--- config.mk ---
export PLATFORM = sky130hd
export DESIGN_NAME = diag_security_access_responder_core
export DESIGN_NICKNAME = d
export VERILOG_FILES = /design/src/sv/dsar_pkg.sv /design/src/sv/dsar_engine.sv /design/src/sv/diag_security_access_responder_core.sv
export SDC_FILE = /design/constraint.sdc
export NUM_CORES = 1
export LEC_CHECK = 0
export BUFFER_PORTS_ARGS = -buffer_cell sky130_fd_sc_hd__buf_4
export CAP_MARGIN = 0
export CORE_MARGIN = 3
export CORE_UTILIZATION = 30
export CTS_CLUSTER_SIZE = 8
export DETAILED_ROUTE_END_ITERATION = 12
export SKIP_LAST_GASP = 1
export SYNTH_ARGS = -nofsm -noshare
export SYNTH_HDL_FRONTEND = slang
export SYNTH_HIERARCHICAL = 1
export SYNTH_SLANG_ARGS = --single-unit
--- constraint.sdc ---
create_clock -name clk -period 4.9 [get_ports clk]
set_input_delay 0.98 -clock clk [delete_from_list [all_inputs] [get_ports clk]]
set_output_delay 0.98 -clock clk [all_outputs]
set_load 0.02 [all_outputs]
--- src/sv/dsar_pkg.sv ---
// Shared types, codes and helper functions for the security access responder.
package dsar_pkg;

	// Phase of the frame parser.
	typedef enum logic [1:0] {
		PH_HEADER  = 2'd0,
		PH_KEY     = 2'd1,
		PH_ROUTINE = 2'd2,
		PH_SKIP    = 2'd3
	} phase_t;

	// Security access level; the fourth code is never produced.
	typedef enum logic [1:0] {
		LVL_LOCKED   = 2'd0,
		LVL_WAITING  = 2'd1,
		LVL_UNLOCKED = 2'd2
	} level_t;

	// Response codes carried on the result channel.
	typedef enum logic [2:0] {
		RESP_SEED_SENT   = 3'd0,
		RESP_KEY_OK      = 3'd1,
		RESP_KEY_BAD     = 3'd2,
		RESP_ROUTINE_OK  = 3'd3,
		RESP_ROUTINE_BAD = 3'd4
	} resp_t;

	// Configuration register indexes.
	localparam logic CFG_ROUTINE_ID = 1'b0;
	localparam logic CFG_KEY_ADDEND = 1'b1;

	// Header words and framing characters.
	localparam logic [31:0] HDR_SEED    = 32'h3237_3031;
	localparam logic [31:0] HDR_KEY     = 32'h3237_3032;
	localparam logic [31:0] HDR_ROUTINE = 32'h3331_3031;
	localparam logic [7:0]  CHAR_CR     = 8'd13;

	// Register reset values.
	localparam logic [31:0] ROUTINE_ID_RST = 32'h4141_3030;
	localparam logic [7:0]  KEY_ADDEND_RST = 8'd1;

	// One step result handed from the engine to the output register.
	typedef struct packed {
		logic        valid;
		resp_t       response;
		logic [31:0] seed;
		logic        led;
	} result_t;

	// Hex digit decode: bit 4 set flags a character that is not a hex digit.
	function automatic logic [4:0] hex_nibble(input logic [7:0] c);
		logic [4:0] r;
		r = 5'h10;
		if (c >= 8'h30 && c <= 8'h39) begin
			r = {1'b0, 4'(c - 8'h30)};
		end else if (c >= 8'h41 && c <= 8'h46) begin
			r = {1'b0, 4'(c - 8'h37)};
		end else if (c >= 8'h61 && c <= 8'h66) begin
			r = {1'b0, 4'(c - 8'h57)};
		end
		return r;
	endfunction

	// Byte of a 32-bit word, byte 0 in the top bits.
	function automatic logic [7:0] word_byte(input logic [31:0] w, input logic [1:0] idx);
		logic [7:0] b;
		case (idx)
			2'd0: b = w[31:24];
			2'd1: b = w[23:16];
			2'd2: b = w[15:8];
			default: b = w[7:0];
		endcase
		return b;
	endfunction

endpackage

--- src/sv/dsar_engine.sv ---
// Frame parser and seed/key state machine; one character per enabled cycle.
module dsar_engine (
	input  logic               clk,
	input  logic               arst_n,
	input  logic               step_en,
	input  logic [7:0]         rx_char,
	input  logic [31:0]        entropy_word,
	input  logic [31:0]        routine_id,
	input  logic [7:0]         key_addend,
	output dsar_pkg::result_t  result
);

	dsar_pkg::phase_t phase_q, phase_d;
	dsar_pkg::level_t level_q, level_d;
	logic [2:0]  cnt_q, cnt_d;
	logic [31:0] header_q, header_d;
	logic [31:0] exp_key_q, exp_key_d;
	logic [7:0]  accum_q, accum_d;
	logic        pair_bad_q, pair_bad_d;
	logic        mismatch_q, mismatch_d;
	logic        led_q, led_d;

	logic [31:0] hdr_word;
	logic [4:0]  nib;
	logic [7:0]  accum_new;
	logic        pair_bad_new;
	logic [7:0]  key_got;
	logic        mismatch_new;

	// State registers.
	always_ff @(posedge clk or negedge arst_n) begin
		if (!arst_n) begin
			phase_q    <= dsar_pkg::PH_HEADER;
			level_q    <= dsar_pkg::LVL_LOCKED;
			cnt_q      <= '0;
			header_q   <= '0;
			exp_key_q  <= '0;
			accum_q    <= '0;
			pair_bad_q <= 1'b0;
			mismatch_q <= 1'b0;
			led_q      <= 1'b0;
		end else if (step_en) begin
			phase_q    <= phase_d;
			level_q    <= level_d;
			cnt_q      <= cnt_d;
			header_q   <= header_d;
			exp_key_q  <= exp_key_d;
			accum_q    <= accum_d;
			pair_bad_q <= pair_bad_d;
			mismatch_q <= mismatch_d;
			led_q      <= led_d;
		end
	end

	assign hdr_word = {header_q[23:0], rx_char};
	assign nib      = dsar_pkg::hex_nibble(rx_char);

	// Key digit accumulation and per-pair comparison.
	always_comb begin
		accum_new    = nib[4] ? accum_q : {accum_q[3:0], nib[3:0]};
		pair_bad_new = pair_bad_q | nib[4];
		key_got      = pair_bad_new ? 8'd0 : accum_new;
		mismatch_new = mismatch_q;
		if (cnt_q[0] && key_got != dsar_pkg::word_byte(exp_key_q, cnt_q[2:1])) begin
			mismatch_new = 1'b1;
		end
	end

	// Next state and result for the current character.
	always_comb begin
		phase_d    = phase_q;
		level_d    = level_q;
		cnt_d      = cnt_q + 3'd1;
		header_d   = header_q;
		exp_key_d  = exp_key_q;
		accum_d    = accum_q;
		pair_bad_d = pair_bad_q;
		mismatch_d = mismatch_q;
		led_d      = led_q;
		result.valid    = 1'b0;
		result.response = dsar_pkg::RESP_SEED_SENT;
		result.seed     = '0;

		case (phase_q)
			dsar_pkg::PH_HEADER: begin
				header_d = hdr_word;
				if (cnt_q[1:0] == 2'd3) begin
					cnt_d      = '0;
					mismatch_d = 1'b0;
					accum_d    = '0;
					pair_bad_d = 1'b0;
					phase_d    = dsar_pkg::PH_SKIP;
					if (hdr_word == dsar_pkg::HDR_SEED && level_q == dsar_pkg::LVL_LOCKED) begin
						exp_key_d = {entropy_word[31:24] + key_addend,
							entropy_word[23:16] + key_addend,
							entropy_word[15:8] + key_addend,
							entropy_word[7:0] + key_addend};
						level_d         = dsar_pkg::LVL_WAITING;
						result.valid    = 1'b1;
						result.response = dsar_pkg::RESP_SEED_SENT;
						result.seed     = entropy_word;
					end else if (hdr_word == dsar_pkg::HDR_KEY &&
						level_q == dsar_pkg::LVL_WAITING) begin
						phase_d = dsar_pkg::PH_KEY;
					end else if (hdr_word == dsar_pkg::HDR_ROUTINE) begin
						phase_d = dsar_pkg::PH_ROUTINE;
					end
				end
			end
			dsar_pkg::PH_KEY: begin
				mismatch_d = mismatch_new;
				if (cnt_q[0]) begin
					accum_d    = '0;
					pair_bad_d = 1'b0;
				end else begin
					accum_d    = accum_new;
					pair_bad_d = pair_bad_new;
				end
				if (cnt_q == 3'd7) begin
					cnt_d        = '0;
					phase_d      = dsar_pkg::PH_SKIP;
					result.valid = 1'b1;
					if (!mismatch_new) begin
						level_d         = dsar_pkg::LVL_UNLOCKED;
						result.response = dsar_pkg::RESP_KEY_OK;
					end else begin
						level_d         = dsar_pkg::LVL_LOCKED;
						result.response = dsar_pkg::RESP_KEY_BAD;
					end
				end
			end
			dsar_pkg::PH_ROUTINE: begin
				if (rx_char != dsar_pkg::word_byte(routine_id, cnt_q[1:0])) begin
					mismatch_d = 1'b1;
				end
				if (cnt_q[1:0] == 2'd3) begin
					cnt_d        = '0;
					phase_d      = dsar_pkg::PH_SKIP;
					result.valid = 1'b1;
					if (level_q == dsar_pkg::LVL_UNLOCKED && !mismatch_d) begin
						led_d           = 1'b1;
						result.response = dsar_pkg::RESP_ROUTINE_OK;
					end else begin
						result.response = dsar_pkg::RESP_ROUTINE_BAD;
					end
				end
			end
			default: begin
				cnt_d = cnt_q;
				if (rx_char == dsar_pkg::CHAR_CR) begin
					phase_d  = dsar_pkg::PH_HEADER;
					cnt_d    = '0;
					header_d = '0;
				end
			end
		endcase

		result.led = led_d;
	end

endmodule

--- src/sv/diag_security_access_responder_core.sv ---
// Top level of the diagnostic security access responder.
//
// Usage: request characters arrive on the input channel (in_valid, in_stall,
// rx_char, entropy_word), one character per request. entropy_word is used only
// with the fourth header character of a seed request. Responses leave on the
// output channel (out_valid, out_stall, response, seed_out, led_on); most
// characters produce no response. routine_id and key_addend are written on
// the configuration channel (cfg_valid, cfg_ready, cfg_index, cfg_data),
// which is always ready; write it only while the block is idle.
// Path: a character is captured in the input register, stepped through the
// engine from there, and its response is captured in the output register.
// Throughput: one character per cycle while no response waits under out_stall;
// the frame parser updates its state once per character.
// Reset: arst_n clears the parser to the header phase, the access level to
// locked, the LED latch, both pipeline valids and the registers to their
// defaults ("AA00" and an addend of one).
// Stall: while a response waits under out_stall, the input register still
// takes one more character; after that in_stall rises until the response
// is taken.
module diag_security_access_responder_core (
	input  logic        clk,
	input  logic        arst_n,
	input  logic        in_valid,
	output logic        in_stall,
	input  logic [7:0]  rx_char,
	input  logic [31:0] entropy_word,
	output logic        out_valid,
	input  logic        out_stall,
	output logic [2:0]  response,
	output logic [31:0] seed_out,
	output logic        led_on,
	input  logic        cfg_valid,
	output logic        cfg_ready,
	input  logic        cfg_index,
	input  logic [31:0] cfg_data
);

	logic [31:0] routine_id_q;
	logic [7:0]  key_addend_q;
	logic        valid_s1;
	logic [7:0]  rx_char_s1;
	logic [31:0] entropy_s1;
	logic        out_valid_q;
	logic [2:0]  response_q;
	logic [31:0] seed_q;
	logic        led_q;
	logic        out_free;
	logic        s1_free;
	logic        step_en;
	dsar_pkg::result_t res;

	assign cfg_ready = 1'b1;

	// Configuration registers.
	always_ff @(posedge clk or negedge arst_n) begin
		if (!arst_n) begin
			routine_id_q <= dsar_pkg::ROUTINE_ID_RST;
			key_addend_q <= dsar_pkg::KEY_ADDEND_RST;
		end else if (cfg_valid && cfg_ready) begin
			case (cfg_index)
				dsar_pkg::CFG_ROUTINE_ID: routine_id_q <= cfg_data;
				dsar_pkg::CFG_KEY_ADDEND: key_addend_q <= cfg_data[7:0];
				default: ;
			endcase
		end
	end

	// Flow control between input register and output register.
	assign out_free = !out_valid_q || !out_stall;
	assign step_en  = valid_s1 && out_free;
	assign s1_free  = !valid_s1 || out_free;
	assign in_stall = !s1_free;

	// Input register.
	always_ff @(posedge clk or negedge arst_n) begin
		if (!arst_n) begin
			valid_s1 <= 1'b0;
		end else if (s1_free) begin
			valid_s1 <= in_valid;
		end
	end

	always_ff @(posedge clk) begin
		if (in_valid && s1_free) begin
			rx_char_s1 <= rx_char;
			entropy_s1 <= entropy_word;
		end
	end

	dsar_engine u_engine (
		.clk          (clk),
		.arst_n       (arst_n),
		.step_en      (step_en),
		.rx_char      (rx_char_s1),
		.entropy_word (entropy_s1),
		.routine_id   (routine_id_q),
		.key_addend   (key_addend_q),
		.result       (res)
	);

	// Output register.
	always_ff @(posedge clk or negedge arst_n) begin
		if (!arst_n) begin
			out_valid_q <= 1'b0;
		end else if (step_en) begin
			out_valid_q <= res.valid;
		end else if (!out_stall) begin
			out_valid_q <= 1'b0;
		end
	end

	always_ff @(posedge clk) begin
		if (step_en && res.valid) begin
			response_q <= res.response;
			seed_q     <= res.seed;
			led_q      <= res.led;
		end
	end

	assign out_valid = out_valid_q;
	assign response  = response_q;
	assign seed_out  = seed_q;
	assign led_on    = led_q;

endmodule

---- Word-level counts from Yosys, hierarchy flattened ----
Cells that the tools add are included.
storage, ports and cells
  bits in registers ....................... 192
  bits in latches ......................... 0
  bits in writable memories ............... 0
  bits in read-only memories .............. 0
  bits of input ports ..................... 78
  output and inout bits ................... 39
  logic and storage cells ................. 143
  memories ................................ 0
cells by class
  add/subtract/negate cells ............... 8
  $mul .................................... 0
  divide/modulo/power cells ............... 0
  order comparisons ....................... 6
  equality and inequality tests ........... 21
  shift operators ......................... 0
  mux-type cells .......................... 49
  bitwise gates (word level) .............. 3
  reductions and logical operators ........ 38
operator list
  cell                                                                                 number
  32-bit by 30-bit == test with 1-bit output, second input constant                    3
  36-bit two-way mux                                                                   2
  24-bit case mux with 2 select lines                                                  1
  8-bit case mux with 3 select lines                                                   2
  8-bit two-way mux                                                                    5
  8-bit adder                                                                          4
  24-bit two-way mux                                                                   1
  2-bit two-way mux                                                                    11
  8-bit by 7-bit greater-or-equal comparator with 1-bit output, second input constant  2
  8-bit by 7-bit <= comparator with 1-bit output, second input constant                2
  8-bit inequality test                                                                2
  8-bit case mux with 2 select lines                                                   1
  5-bit two-way mux                                                                    3
  3-bit two-way mux                                                                    4
  4-bit case mux with 3 select lines                                                   1
  3-bit AND reduction                                                                  4
  1-bit two-way mux                                                                    11
  2-bit == test, second input constant                                                 5
  1-bit logical AND                                                                    10
  2-bit by 1-bit inequality test with 1-bit output, second input constant              5
  5-bit AND reduction                                                                  2
  2-bit by 1-bit == test with 1-bit output, second input constant                      4
  8-bit by 4-bit == test with 1-bit output, second input constant                      1
  8-bit by 6-bit greater-or-equal comparator with 1-bit output, second input constant  1
  other kinds (22)                                                                     38

---- Depth between registers and ports, before layout ----
Gate-level depths: netlist of the first run.
  depth in word-level cells ............... 14
  gate-level depth with buffers ........... 12
  gate-level depth less buffers ........... 10

---- Cells and area by module ----
Netlist of the first run, hierarchy kept.
modules (own cells, without submodules)
  module                               times used  cells each  area each (um^2)  sequential area each (um^2)
  dsar_engine                          1           602         5350.1            1751.7
  diag_security_access_responder_core  1           175         4017.6            3344.5

---- Least setup slack after synthesis of the first run ----
No wires, ideal clock.
  path type ............................... register -> register
  from .................................... register u_engine.header_q[15]
  to ...................................... register led_q, in the netlist led_on (enable)
  library setup time ...................... 0.441 ns
  data arrival time ....................... 3.887 ns
  required time ........................... 4.459 ns
  slack ................................... 0.572 ns
  stages on the path, launching flop included .. 11
  buffers on the path ..................... 0
  period minus slack after synthesis ...... 4.328 ns
  path through ............................ dfrtp_1 > nand4bb_1 > nor3b_1 > nand4_1 > or4_4 > or3_1 > nor2_1 > o21ai_0 > a21oi_1 > nand2_1 > a21oi_1
RTL lines
  element                   RTL line                                    source
  start: declaration        dsar_engine.sv:16                           logic [31:0] header_q, header_d;
  start signal: assignment  dsar_engine.sv:46                           header_q <= header_d;
  end signal: assignment    diag_security_access_responder_core.sv:116  led_q <= res.led;
  end: declaration          diag_security_access_responder_core.sv:46   logic led_q;

==> results of run 1 <==
==> power groups by stage <==
stage	Clock, uW	Combinational, uW	Sequential, uW
2_1_floorplan	0	836	1980
3_3_place_gp	0	1120	2050
3_5_place_dp	0	1120	2050
4_1_cts	1370	1130	2020
5_1_grt	1440	1260	2050
6_report	1340	1130	2020
==> layout make-up <==
| type | instances | area (um2) |
|---|---|---|
| Clock buffer | 18 | 439 |
| Clock inverter | 14 | 126 |
| Fill cell | 2976 | 19500 |
| Inverter | 23 | 86.3 |
| Multi-Input combinational cell | 532 | 4020 |
| Sequential cell | 188 | 5100 |
| Tap cell | 396 | 495 |
| Timing Repair Buffer | 124 | 931 |
==> sequential cells by signal, indices dropped and copies added (netlist names) <==
register / cells
u_engine/level_q: 2
entropy_s1: 32
u_engine/cnt_q: 3
routine_id_q: 32
key_addend_q: 8
led_on: 1
rx_char_s1: 8
valid_s1: 1
u_engine/accum_q: 4
response: 3
u_engine/mismatch_q: 1
u_engine/exp_key_q: 32
u_engine/led_q: 1
u_engine/pair_bad_q: 1
out_valid: 1
seed_out: 32
u_engine/phase_q: 2
u_engine/header_q: 24
==> placed cells by master (no fill, tap or decap), types with 3 or more instances in the layout <==
cell type and n:
nor4_1 6, fa_1 4, nor4b_1 3, nor3b_1 6
a222oi_1 8, o31ai_1 3, dfstp_2 9, xnor2_1 20
mux2_2 10, buf_4 124, ha_1 42, xor2_1 18
mux4_1 5, a21o_1 20, inv_8 5, nand2_1 104
clkinvlp_4 3, inv_6 3, nand4bb_1 3, and3_1 3
o21ai_0 72, dfrtp_1 103, or3_1 6, nand2b_1 10
nor2b_1 12, and2_1 34, nand3_1 11, a21oi_1 29
nor3_1 5, inv_1 22, edfxtp_1 76, a22o_1 4
mux2_4 34, a211oi_1 5, clkbuf_16 17, nor2_1 12
mux4_2 3
==> cell families after synthesis <==
group	count (synthesis)	synth area share, %
AO/OA/AOI/OAI	164	11.0
other	1	0.0400
XOR/XNOR	38	3.55
buffers and inverters	57	2.86
AND/OR/NAND/NOR	231	12.9
multiplexers	52	8.78
adder cells (fa/ha/maj)	46	6.46
flip-flops	188	54.4
==> stage by stage <==
stage               setup slack (ns)  cells
finish                          1.51   1295
CTS                             1.52   1295
detailed placement              1.54   1263
global placement                1.58   1263
global route                    1.27   1295
floorplan                      0.572    777
==> path summary, 6_finish.rpt <==
kind                           startpoint                      to  cells past startpoint
setup / recovery            rx_char_s1[7]            seed_out[25]                     10
hold / removal             u_engine/led_q          u_engine/led_q                      1
setup reg to reg            rx_char_s1[7]            seed_out[25]                     10
hold reg to reg            u_engine/led_q          u_engine/led_q                      1
max in group asynchronous          arst_n        routine_id_q[21]                      2
min in group asynchronous          arst_n  u_engine/exp_key_q[16]                      1
==> cell usage after synthesis, types with 11 or more instances <==
| cell | count | area share, % |
|---|---|---|
| a21o_1 | 20 | 1.6 |
| a21oi_1 | 30 | 1.6 |
| and2_1 | 35 | 2.3 |
| clkbuf_1 | 25 | 1.0 |
| dfrtp_1 | 103 | 28 |
| edfxtp_1 | 76 | 24 |
| ha_1 | 42 | 5.6 |
| inv_1 | 22 | 0.88 |
| mux2_4 | 34 | 5.4 |
| nand2_1 | 104 | 4.2 |
| nand3_1 | 11 | 0.59 |
| nor2_1 | 12 | 0.48 |
| nor2b_1 | 13 | 0.87 |
| o21ai_0 | 72 | 3.8 |
| xnor2_1 | 20 | 1.9 |
| xor2_1 | 18 | 1.7 |
==> per-layer routing <==
layer	global-route usage, %	wire [um]	part of all wire (%)
met5	0	0	0
met4	3.35	238	1.1
met3	2.71	892	4.2
met2	21.5	10400	49
met1	16.9	9670	46
==> summary.txt, run 1 <==
status - finished, final reports clean
startpoint types - flop
Cell Area, Placed - 10,600 um2
Least-Margin Pin Slew - 1.05 ns
setup violators final - 0
Primary FF master, synth - dfrtp_1
fraction of the yosys area taken by sequential cells - 54.4%
vias in the first global route - 6,305
critical path, cell by cell - nand4bb_1 -> nor4_1 -> nand2_1 -> or3_1 -> nor2_1 -> o21ai_0 -> a21oi_1 -> nand2_1 -> a21oi_4 -> buf_4
skew final - 0.0145 ns
initial core utilization - 30.5%
Via density - 4.69
area grow syn2layout - 19.5%
R2R setup slack - 1.51 ns
fraction of layout cells with a size suffix above 1 - 25.1%
antenna violations before repair - 0
Clk network pwr share - 29.8%
EDFF count, synth - 76
clk_lat worst skew - 0.43 ns
final WL - 21,200 um
gr usage total - 12.8%
Layout Utilization - 36.5%
layout net count - 1,010
Die X - 183 um
VDD IR-drop max - 213 uV
die height - 183 um
Overall Power - 4490 uW
CP max stage delay - 0.52 ns
Diodes inserted - 0
Critical path buffers and inverters - 1
Top cell by count, worst path - nand2_1
DR vias - 6,076
first-pass GRT wire length - 33,900 um
CTS resizes - 0
Initial DRC Count - 516
family with the most delay on the worst path - simple AND/OR/NAND/NOR gates
critical path peak fanout - 36
Mean Syn Cell Area - 12.1 um2
PortBufs - 115
critical path class - reg2reg
Relative slew margins - 29.1%
number of setup buffers added after CTS - 0
detailed placer's ending HPWL - 15,400 um
Netlist cell types - 67
Slew Viols, Final - 0
Netlist Area Pre-Place - 9370 um2
top-level I/O count - 117
share of total power in combinational logic - 25.1%
CTS tree - built
cts-stage hold buffer count - 0
largest net degree at the start of global routing - 61
Mapped Nets - 901
Clock Sinks - 188
final hold slack - 0.463 ns
H-tree depth - 4
RePlAce Congestion - 0.868
wire per inst - 16.4 um
Post-synth ARST share - 59.6%
final hold vios - 0
Num CTS Buffers - 17
register share of total power - 45.1%
switching power - 1480 uW
Final TNS setup - 0 ns
Syn Inst Count - 777
Tcrit/Tclk final - 69.3%
post-layout instance area - 11,200 um2
RSZ-0062 raised after global routing - false
P_int - 3010 uW
die area - 33,400 um2
LEAKAGE - 0.00488 uW
gr ovfl total - 0
first-pass detailed-route iteration total - 5
ANT nets after route - 0
Synth Warn # - 6
slowest CP cell - nor4_1
crit path DAT - 3.47 ns
required time worst endpoint - 4.97 ns
sw frac - 32.9%
Worst Hold Class - reg2reg
num rows - 64
CTS Root Cell - clkbuf_16
FF+latch count, synth - 188
minimum clock period - 3.39 ns
MaxCap Viol Count - 0
clk buf depth - 2
fmax - 295 MHz
Clock Pin Slew Worst Setup and Hold Paths - 0.08 ns
Placeable Area - 30,700 um2
PD cells - 401 nW/um2
Worst Setup End Kind - flop
DRC violations left - 0
Power figures use the tool's default switching activity.
==> inputs of run 2 (changes only) <==
- clock period: 4.9 -> 3.2 ns (I/O delays scaled with it)
==> summary.txt, run 2 (same netlist as run 1, synthesis figures left out) <==
status - finished, final reports clean
skew final - 0.0130 ns
RePlAce Congestion - 0.834
required time worst endpoint - 3.33 ns
R2R setup slack - 0.16 ns
Tcrit/Tclk final - 95.0%
share of total power in combinational logic - 25.8%
final hold vios - 0
detailed placer's ending HPWL - 16,000 um
Slew Viols, Final - 0
critical path class - reg2reg
startpoint types - flop
commonest non-fill, non-tap cell in the layout - buf_4
Placeable Area - 30,700 um2
Diodes inserted - 0
critical path peak fanout - 17
vias in the first global route - 6,350
CTS Root Cell - clkbuf_16
fraction of layout cells with a size suffix above 1 - 27.1%
Die X - 183 um
Clock Sinks - 188
critical path, cell by cell - nand4bb_1 -> nor3b_2 -> nand4_1 -> or4_4 -> or3_4 -> nor2_2 -> o21ai_1 -> a21oi_1 -> nand2_1 -> a21oi_4 -> buf_12 -> buf_12
top-level I/O count - 117
register area - 5100 um2
family with the most delay on the worst path - simple AND/OR/NAND/NOR gates
MaxCap Viol Count - 0
Critical path buffers and inverters - 2
Top cell by count, worst path - buf_12
die height - 183 um
Clk network pwr share - 30.5%
Initial DRC Count - 441
sw frac - 31.6%
wire per inst - 16.5 um
clk_lat worst skew - 0.42 ns
gr usage total - 12.9%
setup violators final - 0
fmax - 329 MHz
PD cells - 610 nW/um2
register share of total power - 43.7%
Worst Setup End Kind - flop
ANT nets after route - 0
clk buf depth - 2
first-pass GRT wire length - 34,000 um
Relative slew margins - 60.2%
minimum clock period - 3.04 ns
VDD IR-drop max - 335 uV
initial core utilization - 30.5%
post-layout instance area - 11,500 um2
H-tree depth - 4
PortBufs - 115
antenna violations before repair - 0
LEAKAGE - 0.00503 uW
CP max stage delay - 0.47 ns
fillers - 2,967
slowest CP cell - or4_4
die area - 33,400 um2
Layout Utilization - 37.5%
Worst Hold Class - in2async
final WL - 21,800 um
Least-Margin Pin Slew - 0.597 ns
Cell Area, Placed - 10,800 um2
layout net count - 1,032
Via density - 4.68
crit path DAT - 3.17 ns
num rows - 64
P_int - 4800 uW
Clock Pin Slew Worst Setup and Hold Paths - 0.07 ns
first-pass detailed-route iteration total - 5
gr ovfl total - 0
Num CTS Buffers - 17
largest net degree at the start of global routing - 71
CTS tree - built
Multi-input gate area - 4040 um2
DRC violations left - 0
DR vias - 6,168
area grow syn2layout - 22.9%
switching power - 2220 uW
commonest cells after routing, fill and taps aside - buf_4, nand2_1, dfrtp_1
==> run 2: layout make-up <==
class                   count  share of cell area [%]
clock buffers              20                    3.79
clock inverters            12                    1.35
inverters                  23                   0.750
multi-input cells         532                    35.1
flip-flops and latches    188                    44.3
well taps                 396                    4.30
repair buffers            146                    10.4
==> run 2: layer usage <==
metal	up-vias	track usage [%]	wire length, um
li1	3044	-	-
met3	23	2.61	699
met1	2996	16.6	9790
met5	-	0	0
met2	105	22.4	11000
met4	0	3.32	261
==> run 2: final timing paths <==
path	startpoint	to	cells after the start
setup / recovery	u_engine/header_q[11]	seed_out[4]	12
hold / removal	arst_n	u_engine/led_q	1
setup reg to reg	u_engine/header_q[11]	seed_out[4]	12
hold reg to reg	u_engine/exp_key_q[20]	u_engine/exp_key_q[20]	2
max in group asynchronous	arst_n	routine_id_q[12]	2
min in group clk	entropy_word[13]	entropy_s1[13]	1
==> run 2: repair_timing <==
item                                   in CTS  in global routing
hold buffers                                0                  0
endpoints found under the hold margin       0                  0
setup buffers                               0                  5
resized for setup                           0                  5
setup endpoints to repair                   0                 37
==> run 2: worst register-to-register path: stages (launching register included) <==
cell and delay (ns):
dfrtp_1 0.39, nand4bb_1 0.21, nor3b_2 0.18, nand4_1 0.16, or4_4 0.47, or3_4 0.35
nor2_2 0.11, o21ai_1 0.06, a21oi_1 0.17, nand2_1 0.13, a21oi_4 0.20, buf_12 0.16
buf_12 0.15
==> run 2: power by group through the flow <==
stage | Clock, uW | Sequential (uW) | Combinational, uW
finish | 2140 | 3070 | 1810
global route | 2290 | 3110 | 2030
CTS | 2200 | 3070 | 1790
global placement | 0 | 3110 | 1780
floorplan | 0 | 3030 | 1280
detailed placement | 0 | 3120 | 1780
==> run 2: through the flow <==
stage                     setup TNS, ns  hold slack [ns]  std cells  setup WS, ns  total power (uW)
final                                 0            0.223       1317         0.159              7020
after global routing             -0.551            0.250       1317       -0.0336              7440
after CTS                             0            0.238       1309       0.00477              7060
after detailed placement              0            0.455       1277        0.0433              4900
after global placement                0            0.453       1277        0.0666              4880
after floorplan                       0            0.344        777        0.0335              4310
==> inputs of run 3 (changes only) <==
- PLACE_DENSITY_LB_ADDON: default -> 0.3
- TNS_END_PERCENT: default -> 10
==> summary.txt, run 3 (same netlist as run 1, synthesis figures left out) <==
DRC violations left - 0
PortBufs - 115
Tcrit/Tclk final - 93.8%
gr ovfl total - 0
RePlAce Congestion - 0.866
Worst Setup End Kind - flop
minimum clock period - 3.00 ns
crit path DAT - 3.14 ns
Multi-input gate area - 4060 um2
Layout Utilization - 37.2%
Critical R2R Launch - u_engine/header_q[15]
fmax - 333 MHz
final hold vios - 0
VDD IR-drop max - 256 uV
detailed placer's ending HPWL - 15,900 um
CTS Root Cell - clkbuf_16
area grow syn2layout - 21.9%
clk_lat worst skew - 0.44 ns
MaxCap Viol Count - 0
gr usage total - 13.4%
Num CTS Buffers - 17
commonest cells after routing, fill and taps aside - buf_4, nand2_1, dfrtp_1
fillers - 3,003
Slew Viols, Final - 0
ANT nets after route - 0
wire per inst - 16.8 um
PD cells - 608 nW/um2
Clock Sinks - 188
Worst Hold Class - in2async
Worst Setup EP - seed_out[27]
die area - 33,400 um2
die height - 183 um
worst reg2reg path endpoint - seed_out[27]
initial core utilization - 30.5%
Diodes inserted - 0
status - finished, final reports clean
top-level I/O count - 117
antenna violations before repair - 0
Cell Area, Placed - 10,700 um2
cts-stage hold buffer count - 0
num rows - 64
critical path peak fanout - 16
commonest non-fill, non-tap cell in the layout - buf_4
largest net degree at the start of global routing - 69
first-pass GRT wire length - 35,100 um
H-tree depth - 4
Reg2Reg Depth - 12
R2R setup slack - 0.20 ns
Via density - 4.70
clk buf depth - 2
setup violators final - 0
register area - 5100 um2
dpl ws - 0.102 ns
Worst setup startpoint - u_engine/header_q[15]
required time worst endpoint - 3.34 ns
critical path class - reg2reg
Least-Margin Pin Slew - 0.688 ns
final hold slack - 0.210 ns
Initial DRC Count - 360
Clock Pin Slew Worst Setup and Hold Paths - 0.07 ns
DR vias - 6,163
final worst slack - 0.199 ns
startpoint types - flop
vias in the first global route - 6,488
Placeable Area - 30,700 um2
Relative slew margins - 54.1%
CTS tree - built
layout net count - 1,026
fraction of layout cells with a size suffix above 1 - 27.0%
Overall Power - 6940 uW
final WL - 22,000 um
post-layout instance area - 11,400 um2
first-pass detailed-route iteration total - 5
Die X - 183 um
skew final - 0.0185 ns
LEAKAGE - 0.00500 uW
-- run 3: cell types whose count changed in the layout (fill, tap and decap cells not counted), moves of 2 or more --
cell,change
bufinv_16,-2
buf_12,-2
clkbuf_8,+2
clkbuf_1,-3
buf_4,-3
-- run 3: worst min path at each step --
stage | to | cells past startpoint
4_1_cts | valid_s1 | 1
6_report | valid_s1 | 1
3_5_place_dp | u_engine/led_q | 1
3_3_place_gp | u_engine/led_q | 1
2_1_floorplan | key_addend_q[1] | 0
5_1_grt | valid_s1 | 1
-- run 3: what timing repair did --
action | CTS | global route
setup buffers | 0 | 2
setup endpoints to repair | 0 | 35
gates resized for setup | 0 | 5
hold endpoints to repair | 0 | 0
-- run 3: report_power, final --
group | internal, uW | switching [uW] | total [uW]
Combinational | 799 | 987 | 1790
Clock | 1070 | 1010 | 2090
Sequential | 2810 | 261 | 3070
Total | 4680 | 2260 | 6940
-- run 3: critical path, cell delays in order, from the launching register on --
cell	delay (ns)
dfrtp_1	0.39
nand4bb_1	0.21
nor3b_2	0.19
nand4_1	0.13
or4_4	0.46
or3_1	0.39
nor2_1	0.11
o21ai_0	0.08
a21oi_1	0.14
nand2_1	0.12
a21oi_4	0.16
buf_12	0.14
buf_12	0.15
-- run 3: cell type report --
class,instances,share of cell area (%)
flip-flops and latches,188,44.6
well taps,396,4.34
inverters,23,0.756
clock inverters,13,1.07
repair buffers,140,9.72
multi-input cells,532,35.5
clock buffers,19,3.97
-- run 3: routing by layer --
| layer | global-route usage (%) | vias up | routed length (um) | share of wire (%) |
|---|---|---|---|---|
| li1 | - | 3044 | - | - |
| met5 | 0 | - | 0 | 0 |
| met2 | 21.9 | 140 | 10600 | 48 |
| met1 | 17.9 | 2952 | 10300 | 47 |
| met3 | 2.33 | 27 | 690 | 3.1 |
| met4 | 4.78 | 0 | 422 | 1.9 |
-- run 3: through the flow --
step / TNS (ns) / std cells
after detailed placement: 0 / 1275
after global routing: -0.0286 / 1311
final: 0 / 1311
after floorplan: 0 / 777
after CTS: 0 / 1307
after global placement: 0 / 1275
